==> src/rtl/bnc_pkg.sv <==
// ----------------------------------------------------------------------------
// bnc_pkg
// Shared types and constants of the bracket nesting checker.
// ----------------------------------------------------------------------------
package bnc_pkg;

  localparam int unsigned STACK_DEPTH_DEF = 64;
  localparam int unsigned PosW            = 16;

  // item action codes
  localparam logic ACT_CHAR = 1'b0;
  localparam logic ACT_EOL  = 1'b1;

  // result status codes
  localparam logic [1:0] ST_OK       = 2'd0;
  localparam logic [1:0] ST_MISMATCH = 2'd1;
  localparam logic [1:0] ST_UNCLOSED = 2'd2;
  localparam logic [1:0] ST_OVERFLOW = 2'd3;

  // character codes
  localparam logic [7:0] CH_LPAREN = 8'h28;  // (
  localparam logic [7:0] CH_RPAREN = 8'h29;  // )
  localparam logic [7:0] CH_STAR   = 8'h2A;  // *
  localparam logic [7:0] CH_LBRACK = 8'h5B;  // [
  localparam logic [7:0] CH_RBRACK = 8'h5D;  // ]
  localparam logic [7:0] CH_LBRACE = 8'h7B;  // {
  localparam logic [7:0] CH_RBRACE = 8'h7D;  // }
  localparam logic [7:0] CH_LANGLE = 8'h3C;  // <
  localparam logic [7:0] CH_RANGLE = 8'h3E;  // >

  typedef enum logic [2:0] {
    KIND_ROUND   = 3'd1,
    KIND_SQUARE  = 3'd2,
    KIND_CURLY   = 3'd3,
    KIND_ANGLE   = 3'd4,
    KIND_COMMENT = 3'd5
  } kind_t;

  typedef enum logic [1:0] {
    HELD_NONE  = 2'd0,
    HELD_PAREN = 2'd1,
    HELD_STAR  = 2'd2
  } held_t;

  typedef struct packed {
    logic       action;
    logic [7:0] char_code;
  } in_item_t;

  typedef struct packed {
    logic [1:0]      status;
    logic [PosW-1:0] error_position;
  } out_item_t;

  // one physical stack slot; may carry an extra round open directly below it
  typedef struct packed {
    logic            extra;
    logic [PosW-1:0] extra_pos;
    kind_t           kind;
    logic [PosW-1:0] pos;
  } stack_entry_t;

endpackage

==> src/rtl/bnc_ram.sv <==
// ----------------------------------------------------------------------------
// bnc_ram
// Generic single-write, single-read RAM with registered read data.
// ----------------------------------------------------------------------------
module bnc_ram #(
  parameter int unsigned Width = 8,
  parameter int unsigned Depth = 16
) (
  input  logic                     clk,
  input  logic                     we,
  input  logic [$clog2(Depth)-1:0] waddr,
  input  logic [Width-1:0]         wdata,
  input  logic [$clog2(Depth)-1:0] raddr,
  output logic [Width-1:0]         rdata
);

  logic [Width-1:0] mem [Depth];
  logic [Width-1:0] rdata_r;

  always_ff @(posedge clk) begin
    if (we) begin
      mem[waddr] <= wdata;
    end
    rdata_r <= mem[raddr];
  end

  assign rdata = rdata_r;

endmodule

==> src/rtl/bracket_nesting_checker_core.sv <==
// ----------------------------------------------------------------------------
// bracket_nesting_checker_core
// Streaming bracket nesting checker, one character item per cycle.
// ----------------------------------------------------------------------------
// Each item is a character of a line or an end-of-line marker. Items go into
// an input register and are resolved there against the stack top, so one
// item is taken every clock; an end-of-line item moves its result into the
// output register, which drives out_valid. The only stall is an end-of-line
// item whose result register is still occupied by an untaken result. The
// stack keeps its top slot in flip-flops and the slots below in a RAM whose
// read port always prefetches the slot under the top, so pushes and
// pops do not wait for the RAM. A round open that is followed by another open is
// folded into the new slot, which keeps the RAM to one write per cycle. No
// clearing pass is needed after reset; the RAM is only read below the fill
// level.
module bracket_nesting_checker_core #(
  parameter int unsigned STACK_DEPTH = bnc_pkg::STACK_DEPTH_DEF
) (
  input  logic               clk,
  input  logic               rst_n,
  input  logic               in_valid,
  output logic               in_ready,
  input  bnc_pkg::in_item_t  in_item,
  output logic               out_valid,
  input  logic               out_ready,
  output bnc_pkg::out_item_t out_item
);

  import bnc_pkg::*;

  localparam int unsigned CntW  = $clog2(STACK_DEPTH + 1);
  localparam int unsigned AddrW = $clog2(STACK_DEPTH);
  localparam int unsigned EntW  = $bits(stack_entry_t);

  // input stage
  logic      s_valid_r;
  in_item_t  s_item_r;
  logic      s_go;
  logic      s_eol;
  logic      out_free;

  // result stage
  logic      out_valid_r;
  out_item_t out_item_r;
  out_item_t res;

  // line state
  logic [CntW-1:0] p_r, p_nxt;        // physical slots incl. top
  logic [CntW-1:0] n_r, n_nxt;        // logical open count
  stack_entry_t    top_r, top_nxt;
  held_t           held_r, held_nxt;
  logic [PosW-1:0] held_pos_r, held_pos_nxt;
  logic [PosW-1:0] cc_r, cc_nxt;
  logic            err_r, err_nxt;
  logic [1:0]      err_code_r, err_code_nxt;
  logic [PosW-1:0] err_pos_r, err_pos_nxt;

  // stack ram and read bypass
  logic             ram_we;
  logic [AddrW-1:0] ram_waddr;
  logic [AddrW-1:0] ram_raddr;
  stack_entry_t     ram_rdata;
  logic             byp_r, byp_nxt;
  stack_entry_t     byp_data_r;
  stack_entry_t     second;

  // per-item decode
  logic [7:0]      c;
  logic [PosW-1:0] pos;
  logic            n_full, n_one_short, n_empty;
  logic            is_open, is_close;
  kind_t           c_kind;
  logic            a_push;
  logic            push_one, push_two, pop_one;
  stack_entry_t    push_entry;
  logic            e_set;
  logic [1:0]      e_code;
  logic [PosW-1:0] e_pos;

  // handshakes
  assign s_eol    = (s_item_r.action == ACT_EOL);
  assign out_free = !out_valid_r || out_ready;
  assign s_go     = s_valid_r && (!s_eol || out_free);
  assign in_ready = !s_valid_r || s_go;

  assign out_valid = out_valid_r;
  assign out_item  = out_item_r;

  // slot under the top: freshly written slot comes from the bypass
  assign second = byp_r ? byp_data_r : ram_rdata;

  // character decode
  always_comb begin
    is_open  = 1'b0;
    is_close = 1'b0;
    c_kind   = KIND_ROUND;
    unique case (c)
      CH_LBRACK: begin is_open  = 1'b1; c_kind = KIND_SQUARE; end
      CH_LBRACE: begin is_open  = 1'b1; c_kind = KIND_CURLY;  end
      CH_LANGLE: begin is_open  = 1'b1; c_kind = KIND_ANGLE;  end
      CH_RPAREN: begin is_close = 1'b1; c_kind = KIND_ROUND;  end
      CH_RBRACK: begin is_close = 1'b1; c_kind = KIND_SQUARE; end
      CH_RBRACE: begin is_close = 1'b1; c_kind = KIND_CURLY;  end
      CH_RANGLE: begin is_close = 1'b1; c_kind = KIND_ANGLE;  end
      default: begin end
    endcase
  end

  assign c           = s_item_r.char_code;
  assign pos         = (cc_r == '1) ? cc_r : PosW'(cc_r + 1'b1);  // saturating
  assign n_full      = (n_r == CntW'(STACK_DEPTH));
  assign n_one_short = (n_r == CntW'(STACK_DEPTH - 1));
  assign n_empty     = (n_r == '0);

  // resolve one item against held char and stack top
  always_comb begin
    a_push       = 1'b0;
    push_one     = 1'b0;
    push_two     = 1'b0;
    pop_one      = 1'b0;
    push_entry   = '{extra: 1'b0, extra_pos: '0, kind: KIND_ROUND, pos: held_pos_r};
    e_set        = 1'b0;
    e_code       = ST_OK;
    e_pos        = '0;
    held_nxt     = held_r;
    held_pos_nxt = held_pos_r;

    if (!err_r) begin
      if (s_eol) begin
        // held paren counts as an open, and would be the new top
        if (held_r == HELD_PAREN) begin
          e_set  = 1'b1;
          e_code = n_full ? ST_OVERFLOW : ST_UNCLOSED;
          e_pos  = held_pos_r;
        end else if (!n_empty) begin
          e_set  = 1'b1;
          e_code = ST_UNCLOSED;
          e_pos  = top_r.pos;
        end
      end else begin
        held_nxt = HELD_NONE;
        if (held_r == HELD_PAREN && c == CH_STAR) begin
          // comment open
          if (n_full) begin
            e_set  = 1'b1;
            e_code = ST_OVERFLOW;
            e_pos  = held_pos_r;
          end else begin
            push_one        = 1'b1;
            push_entry.kind = KIND_COMMENT;
          end
        end else if (held_r == HELD_STAR && c == CH_RPAREN) begin
          // comment close
          if (n_empty || top_r.kind != KIND_COMMENT) begin
            e_set  = 1'b1;
            e_code = ST_MISMATCH;
            e_pos  = held_pos_r;
          end else begin
            pop_one = 1'b1;
          end
        end else if (held_r == HELD_PAREN && n_full) begin
          // held paren does not fit, the new char is dropped
          e_set  = 1'b1;
          e_code = ST_OVERFLOW;
          e_pos  = held_pos_r;
        end else begin
          a_push = (held_r == HELD_PAREN);
          if (c == CH_LPAREN || c == CH_STAR) begin
            held_nxt     = (c == CH_LPAREN) ? HELD_PAREN : HELD_STAR;
            held_pos_nxt = pos;
            push_one     = a_push;
          end else if (is_open) begin
            if (a_push) begin
              if (n_one_short) begin
                e_set  = 1'b1;
                e_code = ST_OVERFLOW;
                e_pos  = pos;
              end else begin
                // round open folded under the new slot
                push_two   = 1'b1;
                push_entry = '{extra: 1'b1, extra_pos: held_pos_r, kind: c_kind, pos: pos};
              end
            end else if (n_full) begin
              e_set  = 1'b1;
              e_code = ST_OVERFLOW;
              e_pos  = pos;
            end else begin
              push_one   = 1'b1;
              push_entry = '{extra: 1'b0, extra_pos: '0, kind: c_kind, pos: pos};
            end
          end else if (is_close) begin
            if (a_push) begin
              // close right after the paren: ')' cancels it
              if (c_kind != KIND_ROUND) begin
                e_set  = 1'b1;
                e_code = ST_MISMATCH;
                e_pos  = pos;
              end
            end else if (n_empty || top_r.kind != c_kind) begin
              e_set  = 1'b1;
              e_code = ST_MISMATCH;
              e_pos  = pos;
            end else begin
              pop_one = 1'b1;
            end
          end else begin
            push_one = a_push;
          end
        end
      end
    end
  end

  // next line state
  always_comb begin
    p_nxt        = p_r;
    n_nxt        = n_r;
    top_nxt      = top_r;
    cc_nxt       = cc_r;
    err_nxt      = err_r;
    err_code_nxt = err_code_r;
    err_pos_nxt  = err_pos_r;

    res.status         = err_r ? err_code_r : (e_set ? e_code : ST_OK);
    res.error_position = err_r ? err_pos_r  : (e_set ? e_pos  : '0);

    if (s_go) begin
      if (s_eol) begin
        p_nxt        = '0;
        n_nxt        = '0;
        cc_nxt       = '0;
        err_nxt      = 1'b0;
        err_code_nxt = ST_OK;
        err_pos_nxt  = '0;
      end else begin
        cc_nxt = pos;
        if (e_set) begin
          err_nxt      = 1'b1;
          err_code_nxt = e_code;
          err_pos_nxt  = e_pos;
        end
        if (push_one || push_two) begin
          top_nxt = push_entry;
          p_nxt   = p_r + 1'b1;
          n_nxt   = push_two ? CntW'(n_r + 2'd2) : CntW'(n_r + 1'b1);
        end else if (pop_one) begin
          n_nxt = n_r - 1'b1;
          if (top_r.extra) begin
            // unfold the round open kept in this slot
            top_nxt = '{extra: 1'b0, extra_pos: '0, kind: KIND_ROUND, pos: top_r.extra_pos};
          end else begin
            p_nxt   = p_r - 1'b1;
            top_nxt = second;
          end
        end
      end
    end
  end

  // old top spills into the ram on a push
  assign ram_we    = s_go && !s_eol && (push_one || push_two) && (p_r != '0);
  assign ram_waddr = AddrW'(p_r - 1'b1);
  assign ram_raddr = AddrW'(p_nxt - CntW'(2));
  assign byp_nxt   = ram_we && (ram_waddr == ram_raddr);

  bnc_ram #(
    .Width (EntW),
    .Depth (STACK_DEPTH)
  ) u_stack_ram (
    .clk   (clk),
    .we    (ram_we),
    .waddr (ram_waddr),
    .wdata (top_r),
    .raddr (ram_raddr),
    .rdata (ram_rdata)
  );

  // control registers
  always_ff @(posedge clk) begin
    if (!rst_n) begin
      s_valid_r   <= 1'b0;
      out_valid_r <= 1'b0;
      p_r         <= '0;
      n_r         <= '0;
      held_r      <= HELD_NONE;
      held_pos_r  <= '0;
      cc_r        <= '0;
      err_r       <= 1'b0;
      err_code_r  <= ST_OK;
      err_pos_r   <= '0;
      byp_r       <= 1'b0;
    end else begin
      if (in_ready) begin
        s_valid_r <= in_valid;
      end
      if (s_go && s_eol) begin
        out_valid_r <= 1'b1;
      end else if (out_ready) begin
        out_valid_r <= 1'b0;
      end
      p_r        <= p_nxt;
      n_r        <= n_nxt;
      cc_r       <= cc_nxt;
      err_r      <= err_nxt;
      err_code_r <= err_code_nxt;
      err_pos_r  <= err_pos_nxt;
      byp_r      <= byp_nxt;
      if (s_go) begin
        held_r     <= s_eol ? HELD_NONE : held_nxt;
        held_pos_r <= s_eol ? '0 : held_pos_nxt;
      end
    end
  end

  // payload registers
  always_ff @(posedge clk) begin
    if (in_ready && in_valid) begin
      s_item_r <= in_item;
    end
    if (s_go && s_eol) begin
      out_item_r <= res;
    end
    top_r      <= top_nxt;
    byp_data_r <= top_r;
  end

  // every slot holds one or two opens
  a_count_order: assert property (@(posedge clk) disable iff (!rst_n)
    (n_r >= p_r) && ((CntW+1)'(n_r) <= ((CntW+1)'(p_r) << 1)))
    else $error("open count out of line with slot count");

  a_count_max: assert property (@(posedge clk) disable iff (!rst_n)
    n_r <= CntW'(STACK_DEPTH))
    else $error("open count beyond stack depth");

  // bypass only after a push onto a nonempty stack
  a_bypass: assert property (@(posedge clk) disable iff (!rst_n)
    byp_r |-> (p_r >= CntW'(2)))
    else $error("read bypass with fewer than two slots");

  a_eol_clear: assert property (@(posedge clk) disable iff (!rst_n)
    (s_go && s_eol) |=> (p_r == '0 && n_r == '0 && !err_r && cc_r == '0 &&
                         held_r == HELD_NONE))
    else $error("line state not cleared after end of line");

  a_err_code: assert property (@(posedge clk) disable iff (!rst_n)
    err_r |-> (err_code_r != ST_OK))
    else $error("error flagged with balanced status");

  a_eol_stall: assert property (@(posedge clk) disable iff (!rst_n)
    (s_valid_r && s_eol && out_valid_r && !out_ready) |-> !in_ready)
    else $error("item taken while end of line result is blocked");

endmodule
==> config.mk <==
export PLATFORM = sky130hd
export DESIGN_NAME = bracket_nesting_checker_core
export DESIGN_NICKNAME = d
export VERILOG_FILES = /design/src/rtl/bnc_pkg.sv /design/src/rtl/bnc_ram.sv /design/src/rtl/bracket_nesting_checker_core.sv
export SDC_FILE = /design/constraint.sdc
export NUM_CORES = 2
export LEC_CHECK = 0
export ABC_CLOCK_PERIOD_IN_PS = 7050
export BUFFER_PORTS_ARGS = -buffer_cell sky130_fd_sc_hd__buf_2
export CORE_UTILIZATION = 54
export DETAILED_ROUTE_END_ITERATION = 12
export GPL_TIMING_DRIVEN = 0
export HOLD_SLACK_MARGIN = 0.03
export PLACE_DENSITY = 0.69
export SYNTH_ARGS = -nofsm -noshare
export SYNTH_HDL_FRONTEND = slang
export SYNTH_SLANG_ARGS = --single-unit
==> constraint.sdc <==
create_clock -name clk -period 7.05 [get_ports clk]
set_input_delay 1.7625 -clock clk [delete_from_list [all_inputs] [get_ports clk]]
set_output_delay 1.7625 -clock clk [all_outputs]
set_load 0.02 [all_outputs]
Yosys cells after proc, flatten, opt, wreduce, memory -nomap -nowiden. Memory sizes are Yosys's and may differ from the RTL's. A register that Yosys moved wholly into a read port is not among the register bits. Cells that the tools add are included.

Word-level logic and storage cells: 231. Input port bits: 13. RAM bits: 2304. Memories: 1. Output and inout port bits: 20. Register bits after elaboration: 169.

Bitwise gates (word level): 1. Reduce and logical (&&, ||, !) cells: 37. Mux-type cells: 140. Add/sub/neg operators: 7. Equality and inequality tests: 22.

Memory list: u_stack_ram.mem (depth 64, width 36, read ports 1, clocked after Yosys merged registers in 1, wr ports 1, RTL line bnc_ram.sv:17) `logic [Width-1:0] mem [Depth];`.

Operators by type and width (number): $mux 16 (31); $mux 36 (11); $mux 7 (9); $mux 1 (59); $mux 2 (25); $eq 8x6->1 const B (5); $eq 8x7->1 const B (4); $mux 19 (1); $mux 17 (1); $add 16x1->16 const B (1); $eq 16x16->1 const B (1); $add 7x1->7 const B (2); $sub 7x1->7 const B (2); $logic_and 1x1->1 (10); $pmux 3 s3 (1); $ne 2x2->1 const B (4); $reduce_bool 2->1 (4); $add 7x2->7 const B (1); $eq 7x6->1 const B (1); $eq 7x7->1 const B (1); $logic_not 7->1 (1); $logic_or 1x1->1 (7); $reduce_bool 7->1 (1); $eq 6x6->1 (1); other kinds (16) (23).

Longest topological paths before layout.
Depth after elaboration: 22. Mapped depth: 24.

By module. Synthesis repeated with hierarchy kept, for this count alone.

Cell total of the unflattened synthesis: 4798. Area, all modules: 97108.1 µm².

By module, submodules not included: bnc_ram (area an instance 88082.0 µm², cells an instance 3823, times used 1); bracket_nesting_checker_core (area an instance 9026.2 µm², cells an instance 975, times used 1).

Worst setup path before layout. OpenSTA, ideal clock, no wires.

Path type: input to register. From: input port out_ready. To: register u_stack_ram.rdata_r[24] (netlist: u_stack_ram.rdata[24]), read port of u_stack_ram.mem. Arrival: 6.235 ns. Required time: 6.929 ns. Slack: 0.694 ns. Setup time: 0.121 ns. Buffers on the path: 6. Stages on the path: 21. Cell sequence: nor2b_1 > nand2_1 > and2_1 > clkbuf_1 > o221a_2 > o211ai_1 > inv_2 > buf_2 > buf_1 > clkbuf_1 > clkbuf_1 > ha_1 > nand3_1 > or4_1 > o211ai_1 > a21boi_1 > o2111ai_1 > buf_2 > o32ai_1 > nor4_1 > nand2_1.

Word-level cells in the longest chain between the ends: 5.

RTL lines: from (decl) (RTL line bracket_nesting_checker_core.sv:25) `input logic out_ready,`; $logic_or 1x1->1 (RTL line bracket_nesting_checker_core.sv:82) `assign out_free = !out_valid_r || out_ready;`; $logic_or 1x1->1 (RTL line bracket_nesting_checker_core.sv:83) `assign s_go = s_valid_r && (!s_eol || out_free);`; $logic_and 1x1->1 (RTL line bracket_nesting_checker_core.sv:83); $mux 7 (RTL line bracket_nesting_checker_core.sv:227) `if (s_go) begin`; $sub 6x2->6 (RTL line bracket_nesting_checker_core.sv:263) `assign ram_raddr = AddrW'(p_nxt - CntW'(2));`; to (decl) (RTL line bnc_ram.sv:18) `logic [Width-1:0] rdata_r;`.

No other way between the ends. A chain may end at the register's enable or synchronous reset.

Final worst setup path.
From: register s_item_r (netlist bit c[1]). To: register u_stack_ram.rdata_r[23] (netlist: u_stack_ram.rdata[23]), read port of u_stack_ram.mem.

Word-level cells in the longest chain between the ends: 20.

RTL lines: from (decl) (RTL line bracket_nesting_checker_core.sv:37) `in_item_t s_item_r;`; from (signal assigned) (RTL line bracket_nesting_checker_core.sv:318) `s_item_r <= in_item;`; $eq 8x6->1 or $eq 8x7->1 (tied branches) (RTL line bracket_nesting_checker_core.sv:97) `unique case (c)`; $reduce_or 2->1 (no line); $pmux 3 s3 (RTL line bracket_nesting_checker_core.sv:97); $ne 3x3->1 (RTL line bracket_nesting_checker_core.sv:199) `end else if (n_empty || top_r.kind != c_kind) begin`; $logic_or 1x1->1 (RTL line bracket_nesting_checker_core.sv:199); $mux 1 (RTL line bracket_nesting_checker_core.sv:199); $mux 1 (RTL line bracket_nesting_checker_core.sv:192) `if (a_push) begin`; $mux 1 (RTL line bracket_nesting_checker_core.sv:191) `end else if (is_close) begin`; (+4 left out); $mux 1 (RTL line bracket_nesting_checker_core.sv:142) `if (held_r == HELD_PAREN && c == CH_STAR) begin`; $mux 1 (RTL line bracket_nesting_checker_core.sv:129) `if (s_eol) begin`; $mux 1 (RTL line bracket_nesting_checker_core.sv:128) `if (!err_r) begin`; $mux 7 (RTL line bracket_nesting_checker_core.sv:246) `end else if (pop_one) begin`; $mux 7 (*) (RTL line bracket_nesting_checker_core.sv:242) `if (push_one || push_two) begin`; $mux 7 (*) (RTL line bracket_nesting_checker_core.sv:228) `if (s_eol) begin`; $mux 7 (*) (RTL line bracket_nesting_checker_core.sv:227); $sub 6x2->6 (*) (RTL line bracket_nesting_checker_core.sv:263).

Every way passes the cells marked *; elsewhere a longest branch is shown, timed or not.

==> flow_metrics.py <==
metrics = {
    "critical_path": {
        "reg2reg_depth": 20,
        "crit_fanout": 19,
        "required_ns": 7.82,
        "path_class": "reg -> reg",
        "cp-start-kind": "flop",
        "arrival_ns": 7.79,
        "endpoint_kind": "flop",
    },
    "clocking": {
        "clock-root-buffer": "clkbuf_16",
        "clk_latency_ns": 0.90,
        "clock-sinks": 2509,
        "clockBufferDepth": 3,
        "cts_tree": "built",
        "cts_buffers": 236,
        "ctsHoldBuffers": 0,
        "cts_max_level": 4,
        "path_clk_slew_ns": 0.06,
    },
    "timing": {
        "fmax_ghz": 0.143,
        "layout_worst_path_cycle_share_pct": 99.5,
        "drv_slew": 0,
        "tightest_slew_ns": 1.38,
        "setup_violations": 0,
        "setup_slack_ns": 0.0375,
        "skew_ns": 0.0289,
        "hold_viol": 0,
        "rsz0062_at_grt": "false",
        "period_needed_ns": 7.01,
        "slew_headroom_pct": 6.91,
    },
    "grt": {
        "grt_max_degree": 39,
        "grt_pass1_vias": 52000,
        "grt_pass1_wl_mm": 394,
        "grt-ovfl-total": 0,
        "grtUsageTotal_pct": 30.8,
        "antenna_found_initial": 6,
    },
    "synthesis": {
        "ys_types": 79,
        "ys_warn_count": 0,
        "synth_common_cells": "2367 x edfxtp_1, 587 x mux2i_1, 428 x mux4_2, 330 x nand2_1",
        "syn_avg_cell_area_um2": 19.2,
        "ys_ff_latch": 2509,
        "synth_edf_count": 2367,
        "synthArstFlopShare_pct": 0,
        "ys_seq_area_share_pct": 75.1,
        "ys.flop_type": "edfxtp_1",
        "netlist_area_mm2": 0.0984,
        "synth_fp_nets": 5160,
        "ys_top_cells_by_area": "edfxtp_1 72%, mux4_2 9.8%, mux2i_1 6.0%",
        "yosysTopAreaCellShare_pct": 72.2,
        "yosys.cell_count.top_type": "edfxtp_1",
        "synth_top_cell_by_area": "edfxtp_1",
        "synthCells": 5138,
    },
    "route": {
        "dr.pass1.iters": 7,
        "drc_errors": 0,
        "routedWlPerCell_um": 34.6,
        "drt-initial-drc-count": 7940,
        "via_per_inst": 6.57,
        "detail-route-antenna-nets": 0,
        "drt-total-wl_mm": 283,
        "vias": 53700,
    },
    "power_and_ir_drop": {
        "peakVddDrop_v": 0.000283,
        "leakage_uw": 0.0395,
        "power.density_mw_per_mm2": 251,
    },
    "floorplanning": {
        "start_util_pct": 54.4,
        "coreArea_mm2": 0.181,
        "die_h_um": 429,
        "die-width_um": 429,
        "die_area_mm2": 0.184,
        "num_rows": 156,
        "io_pins": 33,
    },
    "worst_hold_path": {
        "holdPathStages": 2,
        "hold_path_class": "reg -> reg",
    },
    "flow_run": {
        "drv_cap": 0,
    },
    "placed_design": {
        "dp.cells": 7715,
        "io_buffers": 31,
        "hpwl_mm": 195,
        "dp_slack_ns": -4.97,
        "place.gp.congestion": 1.05,
    },
    "cells_and_area": {
        "fin_cells": 8177,
        "drive_above_1_share_pct": 23.1,
        "nNetsFinal": 5620,
        "fillCellCount": 12000,
        "syn_to_final_growth_pct": 16.9,
    },
    "status": {
        "status": "complete, no violations",
    },
}
-- layout make-up --
cell class	count	area [um^2]	area share, %
sequential	2509	73900	64.3
multi-input combinational	2331	24400	21.3
clock buffer	313	6350	5.53
timing repair buffer	223	4510	3.92
tap	2370	2970	2.58
buffer	281	1430	1.24
clock inverter	132	1330	1.15
inverter	16	60.1	0.0522
antenna	2	5.00	0.00435
-- per-layer routing --
layer,up-vias,wire length [um],global-route usage [%],part of all wire [%]
met5,-,27,0,0.0095
li1,21800,-,-,-
met1,28000,109000,44.2,39
met3,571,33500,7.37,12
met2,3395,122000,43.9,43
met4,4,18000,17.0,6.4
-- state kept, by name (all words and copies together), names as in the netlist --
signal and count:
n_r 7, err_code_r 2, u_stack_ram.mem 2304, byp_data_r 36, byp_r 1, err_pos_r 16
c 8, cc_r 16, top_r 36, held_pos_r 16, out_valid 1, s_valid_r 1
u_stack_ram.rdata 36, p_r 7, s_eol 1, held_r 2, err_r 1, out_item 18
-- worst paths after layout --
check / from / to / slack [ns]
setup / recovery: c[1] / u_stack_ram.rdata[23] / 0.04
hold / removal: err_pos_r[10] / err_pos_r[10] / 0.52
setup reg to reg: c[1] / u_stack_ram.rdata[23] / 0.04
hold reg to reg: err_pos_r[10] / err_pos_r[10] / 0.52
-- where the power goes --
part	switching (uW)	internal, uW	total, uW
clock network	5520	7170	12700
logic	74.6	38.9	113
registers	6.59	16100	16100
-- critical path, stage by stage, from the launching register on --
cell      delay (ns)
edfxtp_1        0.43
clkbuf_1        0.25
nor4bb_2        0.47
o21ai_1         0.14
and3_1          0.26
o211a_4         0.31
or3_1           0.31
o211ai_1        0.49
inv_2           0.16
buf_6           0.21
buf_4           0.21
buf_8           0.17
clkbuf_8        0.28
ha_4            0.38
clkbuf_4        0.37
clkbuf_4        0.36
clkbuf_4        0.40
clkbuf_2        0.43
mux2i_1         0.57
nand2_1         0.37
o311ai_1        0.24
-- cells by family after synthesis --
group | count (synthesis) | synth area share [%]
adder cells (fa/ha/maj) | 9 | 0.114
AO/OA/AOI/OAI | 414 | 2.86
buffers and inverters | 298 | 1.37
flip-flops | 2509 | 75.1
AND/OR/NAND/NOR | 799 | 3.77
multiplexers | 1080 | 16.5
XOR/XNOR | 29 | 0.258
-- cell usage in the layout, fill, tap and decap left out, types with 26 or more instances in the layout --
master     synthesis  routed
edfxtp_1        2367    2367
o22ai_1           63      38
clkinv_2           0      41
dfxtp_1          142     142
buf_12             0      63
nor2b_1           64      64
nor3_1            52      40
mux2_1            33      33
mux2i_1          587     582
o21ai_0           87      86
nand2_1          330     330
clkbuf_1         142     160
buf_2             91     120
nand3_1          122     122
buf_4             17      37
mux4_2           428     428
mux2_2            32      32
nor2_4             0      64
buf_16             0     104
nor2_1           122      58
a22oi_1           63      63
clkbuf_16          0     241
clkinv_1           0      46
o32ai_1           27      26
clkbuf_2           0      36
a21oi_1           60      60
-- what timing repair did --
| item | in CTS | in global routing |
|---|---|---|
| endpoints found under the setup margin | 37 | 36 |
| gates cloned | 0 | 0 |
| buffers inserted | 13 | 3 |
| pin swaps | 14 | 6 |
| resized for setup | 166 | 27 |
-- stage by stage --
stage | cell area (um^2) | hold slack [ns] | util [%] | total power (uW) | TNS [ns]
floorplan | 98400 | 0.447 | - | 16400 | 0
global placement | 102000 | 0.490 | 56.1 | 16500 | -2136.63
detailed placement | 106000 | 0.498 | 58.7 | 16500 | -165.96
CTS | 115000 | 0.522 | 63.5 | 28900 | -0.106
global route | 115000 | 0.541 | 63.6 | 29500 | 0
finish | 115000 | 0.525 | 63.6 | 28900 | 0
Power figures use the tool's default switching activity.
